### src/hdl/hsfc_pkg.sv
// Package with shared types, constants and functions of the humidity sensor frame checker.
`timescale 1ns / 1ps

package hsfc_pkg;

	localparam logic [7:0] CRC_POLY = 8'h31;
	localparam logic [7:0] CRC_INIT = 8'hFF;

	localparam logic [2:0] POS_TEMP_HI  = 3'd0;
	localparam logic [2:0] POS_TEMP_LO  = 3'd1;
	localparam logic [2:0] POS_TEMP_CRC = 3'd2;
	localparam logic [2:0] POS_HUM_HI   = 3'd3;
	localparam logic [2:0] POS_HUM_LO   = 3'd4;
	localparam logic [2:0] POS_HUM_CRC  = 3'd5;

	localparam logic [1:0] STATUS_OK       = 2'd0;
	localparam logic [1:0] STATUS_TEMP_ERR = 2'd1;
	localparam logic [1:0] STATUS_HUM_ERR  = 2'd2;

	localparam logic [14:0] TEMP_SCALE  = 15'd17500;
	localparam logic [14:0] HUM_SCALE   = 15'd10000;
	localparam logic [15:0] TEMP_OFFSET = 16'd4500;
	localparam logic [16:0] FULL_SCALE  = 17'd65535;

	typedef struct packed {
		logic [1:0]  status;
		logic [15:0] temp_raw;
		logic [15:0] hum_raw;
	} job_t;

	function automatic logic [7:0] crc_update(input logic [7:0] crc, input logic [7:0] b);
		logic [7:0] c;
		c = crc ^ b;
		for (int k = 0; k < 8; k++) begin
			if (c[7]) begin
				c = {c[6:0], 1'b0} ^ CRC_POLY;
			end else begin
				c = {c[6:0], 1'b0};
			end
		end
		return c;
	endfunction

	// Floor division by 65535 for products below 17500 * 65535.
	function automatic logic [14:0] div_full_scale(input logic [30:0] x);
		logic [14:0] q0;
		logic [16:0] r;
		q0 = x[30:16];
		r = {1'b0, x[15:0]} + {2'b00, q0};
		return q0 + {14'd0, (r >= FULL_SCALE)};
	endfunction

endpackage

### src/hdl/hsfc_front.sv
// Front end: tracks frame position, runs the CRC checks and queues a job per frame.
`timescale 1ns / 1ps

module hsfc_front (
	input  logic          clk,
	input  logic          arst_n,
	input  logic [7:0]    data_byte,
	input  logic          frame_start,
	input  logic          in_valid,
	output logic          in_ready,
	input  logic          q_full,
	output logic          push,
	output hsfc_pkg::job_t job
);
	import hsfc_pkg::*;

	logic [2:0]  pos_q;
	logic [7:0]  crc_q;
	logic [15:0] temp_raw_q;
	logic [7:0]  hum_hi_q;
	logic [7:0]  hum_lo_q;
	logic        tgood_q;
	logic [2:0]  pos_eff;
	logic        accept;

	assign in_ready = !q_full;
	assign accept   = in_valid && in_ready;
	assign pos_eff  = (frame_start || pos_q > POS_HUM_CRC) ? POS_TEMP_HI : pos_q;
	assign push     = accept && (pos_eff == POS_HUM_CRC);

	always_comb begin
		job.temp_raw = temp_raw_q;
		job.hum_raw  = {hum_hi_q, hum_lo_q};
		priority if (!tgood_q) begin
			job.status = STATUS_TEMP_ERR;
		end else if (crc_q != data_byte) begin
			job.status = STATUS_HUM_ERR;
		end else begin
			job.status = STATUS_OK;
		end
	end

	always_ff @(posedge clk or negedge arst_n) begin
		if (!arst_n) begin
			pos_q      <= POS_TEMP_HI;
			crc_q      <= CRC_INIT;
			temp_raw_q <= 16'd0;
			hum_hi_q   <= 8'd0;
			hum_lo_q   <= 8'd0;
			tgood_q    <= 1'b0;
		end else if (accept) begin
			pos_q <= (pos_eff == POS_HUM_CRC) ? POS_TEMP_HI : pos_eff + 3'd1;
			unique case (pos_eff)
				POS_TEMP_HI: begin
					temp_raw_q <= {data_byte, 8'd0};
					crc_q      <= crc_update(CRC_INIT, data_byte);
				end
				POS_TEMP_LO: begin
					temp_raw_q <= {temp_raw_q[15:8], data_byte};
					crc_q      <= crc_update(crc_q, data_byte);
				end
				POS_TEMP_CRC: begin
					tgood_q <= (crc_q == data_byte);
					crc_q   <= CRC_INIT;
				end
				POS_HUM_HI: begin
					hum_hi_q <= data_byte;
					crc_q    <= crc_update(CRC_INIT, data_byte);
				end
				POS_HUM_LO: begin
					hum_lo_q <= data_byte;
					crc_q    <= crc_update(crc_q, data_byte);
				end
				default: begin
					crc_q <= CRC_INIT;
				end
			endcase
		end
	end

endmodule

### config.mk
export PLATFORM = sky130hd
export DESIGN_NAME = hsfc_front
export DESIGN_NICKNAME = d
export VERILOG_FILES = /design/src/hdl/hsfc_pkg.sv /design/src/hdl/hsfc_front.sv
export SDC_FILE = /design/constraint.sdc
export NUM_CORES = 1
export LEC_CHECK = 0
export BUFFER_PORTS_ARGS = -buffer_cell sky130_fd_sc_hd__buf_2
export CORE_MARGIN = 5
export CORE_UTILIZATION = 49
export CTS_CLUSTER_SIZE = 16
export DETAILED_ROUTE_END_ITERATION = 16
export PLACE_DENSITY_LB_ADDON = 0.08
export SLEW_MARGIN = 10
export SYNTH_ARGS = -nofsm -noshare
export SYNTH_HDL_FRONTEND = slang
export SYNTH_SLANG_ARGS = --single-unit
### constraint.sdc
create_clock -name clk -period 1.9 [get_ports clk]
set_clock_uncertainty 0.2 [all_clocks]
set_input_delay 0.57 -clock clk [delete_from_list [all_inputs] [get_ports clk]]
set_output_delay 0.57 -clock clk [all_outputs]
set_load 0.01 [all_outputs]
==> out/metrics.csv <==
stage,metric,value,unit
detailed_routing,drt_iter0_drc,81,
power,p_leak,1.61,nW
cts,numCtsBuffers,5,
timing,grt_setup_unrepaired,yes,
cts,cts_tree,done,
synthesis,yosysUniqueCellTypes,42,
power,fin_total_pwr,4.27,mW
cts,clock_latency,300,ps
timing,finalSetupViolCount,23,
run_status,violations,setup timing,
setup_path,cp-end-kind,output pin,
detailed_routing,drc,0,
cts,h-tree-depth,2,
setup_path,reg2regPathDepth,5,
hold_path,hold_path.class,primary input to async pin,
detailed_routing,vias,1744,
place,dp_slack,-377,ps
detailed_routing,first_pass_iters,4,
setup_path,slowest_stage,dfstp_2,
place,numPortBuffers,48,
run_status,status,"complete, but fails checks",
detailed_routing,postRouteWirelength,5.92,mm
timing,timing.fmax,0.434,GHz
timing,min_period_over_period,1.21,
cells_and_area,drive_gt1_frac,0.646,
timing,drv_slew,0,
setup_path,cpPeakStageDelay,610,ps
run,maxCapViolCount,0,
timing,max-slew-margin-rel,0.565,
cts,cts.sinks,44,
floorplan,core_area,4660,µm²
synthesis,yosys_warnings,0,
global_route,grt_pass1_wl,9.82,mm
synthesis,syn_avg_cell_area,13.2,µm²
power,powerDensity,1270,nW/µm²
cells_and_area,regArea,1110,µm²
cts,cts_root_buf,clkbuf_8,
global_route,grt.total_usage,0.208,
setup_path,crit_family,flip-flops,
floorplan,die_w,79.0,µm
synthesis,synth_nets,190,
power,peakVddDrop,0.000661,V
synthesis,postSynthCellCount,176,
synthesis,ys_async_sr_fraction,1.00,
setup_path,path_cells,"xnor2_4, nand4_1, nor2_2, nor2_2, buf_2",
place,gp_routability_congestion,0.912,
synthesis,syn-cell-area,2330,µm²
setup_path,path_buf_inv,1,
global_route,overflow,0,
synthesis,ys_ff_latch,44,
cts,clock_path_buffers,2,
timing,hold_ws,30.1,ps
detailed_routing,drtAntennaViolNets,0,
global_route,grt_pass1_vias,1928,
setup_path,r2r_start,crc_q[3],
cells_and_area,multiInputGateArea,1330,µm²
synthesis,ys.flop_type,dfrtp_1,
floorplan,start_util,0.500,
timing,setup_ws,-402,ps
synthesis,yosysSeqAreaShare,0.477,
cells_and_area,area_growth,44.7,%
floorplan,die_area,6230,µm²
detailed_routing,detail_route.wl_per_cell,18.0,µm
cts,path_clk_slew,90,ps
synthesis,synth_edf_count,0,
cells_and_area,antenna_cells,0,
global_route,antenna_found_initial,0,
timing,max_slew.worst_pin.slew,648,ps
setup_path,startpoint_type,flip-flop,
setup_path,critical_path.max_fanout,2,
setup_path,cp.required,1130,ps
timing,finalHoldViolCount,0,
cells_and_area,nets,287,
setup_path,critPathArrivalTime,1530,ps
place,dpl.hpwl,4.27,mm
timing,fin_crit,2300,ps
floorplan,ioPinCount,49,
cells_and_area,nFillCells,340,
setup_path,r2r_end,crc_q[0],
floorplan,rows,25,
setup_path,reg2reg_slack,-90,ps
floorplan,dieHeight,79.0,µm
detailed_routing,drt-vias-per-instance,5.32,
global_route,grt_max_degree,45,
setup_path,crit_top_cell,nor2_2,
setup_path,path_class,flip-flop to output pin,
==> cells in the mapped netlist, types with 2 or more instances <==
| master | n | share of area |
|---|---|---|
| a22o_1 | 8 | 0.030 |
| buf_2 | 7 | 0.015 |
| buf_6 | 3 | 0.014 |
| clkbuf_1 | 4 | 0.0064 |
| dfrtp_1 | 36 | 0.39 |
| dfstp_2 | 8 | 0.090 |
| inv_1 | 2 | 0.0032 |
| mux2_2 | 17 | 0.082 |
| mux2_4 | 8 | 0.052 |
| nand4_1 | 2 | 0.0054 |
| nor2_1 | 4 | 0.0064 |
| nor3_1 | 2 | 0.0043 |
| o21a_1 | 9 | 0.029 |
| o221ai_1 | 8 | 0.030 |
| xnor2_1 | 21 | 0.079 |
| xnor2_2 | 2 | 0.014 |
| xnor2_4 | 2 | 0.024 |
| xor2_1 | 9 | 0.034 |
==> metrics by stage <==
step	instances	util	area (µm²)	setup TNS, ps
global placement	306	0.643	3000	-10990
CTS	322	0.704	3280	-1810
floorplan	176	-	2450	-6590
global route	328	0.723	3370	-2660
finish	328	0.723	3370	-1650
detailed placement	306	0.643	3000	-11580
==> registers in the layout, indices dropped and copies added, names as in the netlist <==
| name | count |
|---|---|
| temp_raw_q | 16 |
| crc_q | 8 |
| pos_q | 3 |
| hum_lo_q | 8 |
| tgood_q | 1 |
| hum_hi_q | 8 |
==> routing by layer <==
layer | vias to the layer above | track usage | wire, µm
li1 | 818 | - | -
met1 | 875 | 0.234 | 2440
met2 | 43 | 0.392 | 3160
met3 | 8 | 0.0476 | 257
met4 | 0 | 0.0567 | 59
met5 | - | 0 | 0
==> cells in the final DEF, fill, tap and decap left out, types with 2 or more instances in the layout <==
master,instances
o221ai_2,7
a22o_1,8
xnor2_4,6
o21a_1,8
xnor2_2,3
dfrtp_1,36
nor2_2,2
mux2_2,16
nor3_2,2
xor2_1,9
mux2_4,9
dfstp_2,8
nor2_1,2
buf_2,47
buf_12,2
clkbuf_8,5
buf_6,11
nand4_1,2
inv_1,2
xnor2_1,16
buf_4,44
==> cell families (layout without fill, tap and decap cells) <==
family | Yosys count | count (layout) | share of synthesized area
xor gates and xnor gates | 36 | 36 | 0.171
AOI/OAI and AO/OA | 31 | 31 | 0.107
muxes | 25 | 25 | 0.134
adders and majority gates | 1 | 1 | 0.00537
and+or+nand+nor | 22 | 22 | 0.0634
DFF | 44 | 44 | 0.477
buffers and inverters | 17 | 115 | 0.0424
==> area by class of cell <==
cell class                      count  area share
Multi-Input combinational cell    115       0.393
Inverter                            2     0.00223
Clock inverter                      3      0.0137
Timing Repair Buffer              105       0.221
Clock buffer                        5      0.0204
Sequential cell                    44       0.330
Tap cell                           54      0.0200
==> how the worst max path moves through the flow <==
stage | from | depth (start not counted) | slack [ps] | endpoint
after global placement | frame_start | 5 | -340 | hum_lo_q[4]
after detailed placement | frame_start | 5 | -380 | hum_lo_q[4]
after global routing | crc_q[2] | 5 | -500 | job[33]
after CTS | crc_q[2] | 5 | -410 | job[33]
final | crc_q[2] | 5 | -400 | job[33]
after floorplan | frame_start | 6 | -310 | crc_q[0]
==> power by group <==
group | internal (mW) | switching (mW)
clock network | 0.397 | 0.351
logic | 1.20 | 0.865
registers | 1.25 | 0.209
==> repair_timing <==
item,CTS,global route
setup endpoints to repair,26,34
pin swaps,17,6
resized for setup,25,10
setup buffers,9,7
hold buffers,0,0
Power figures use the tool's default switching activity.
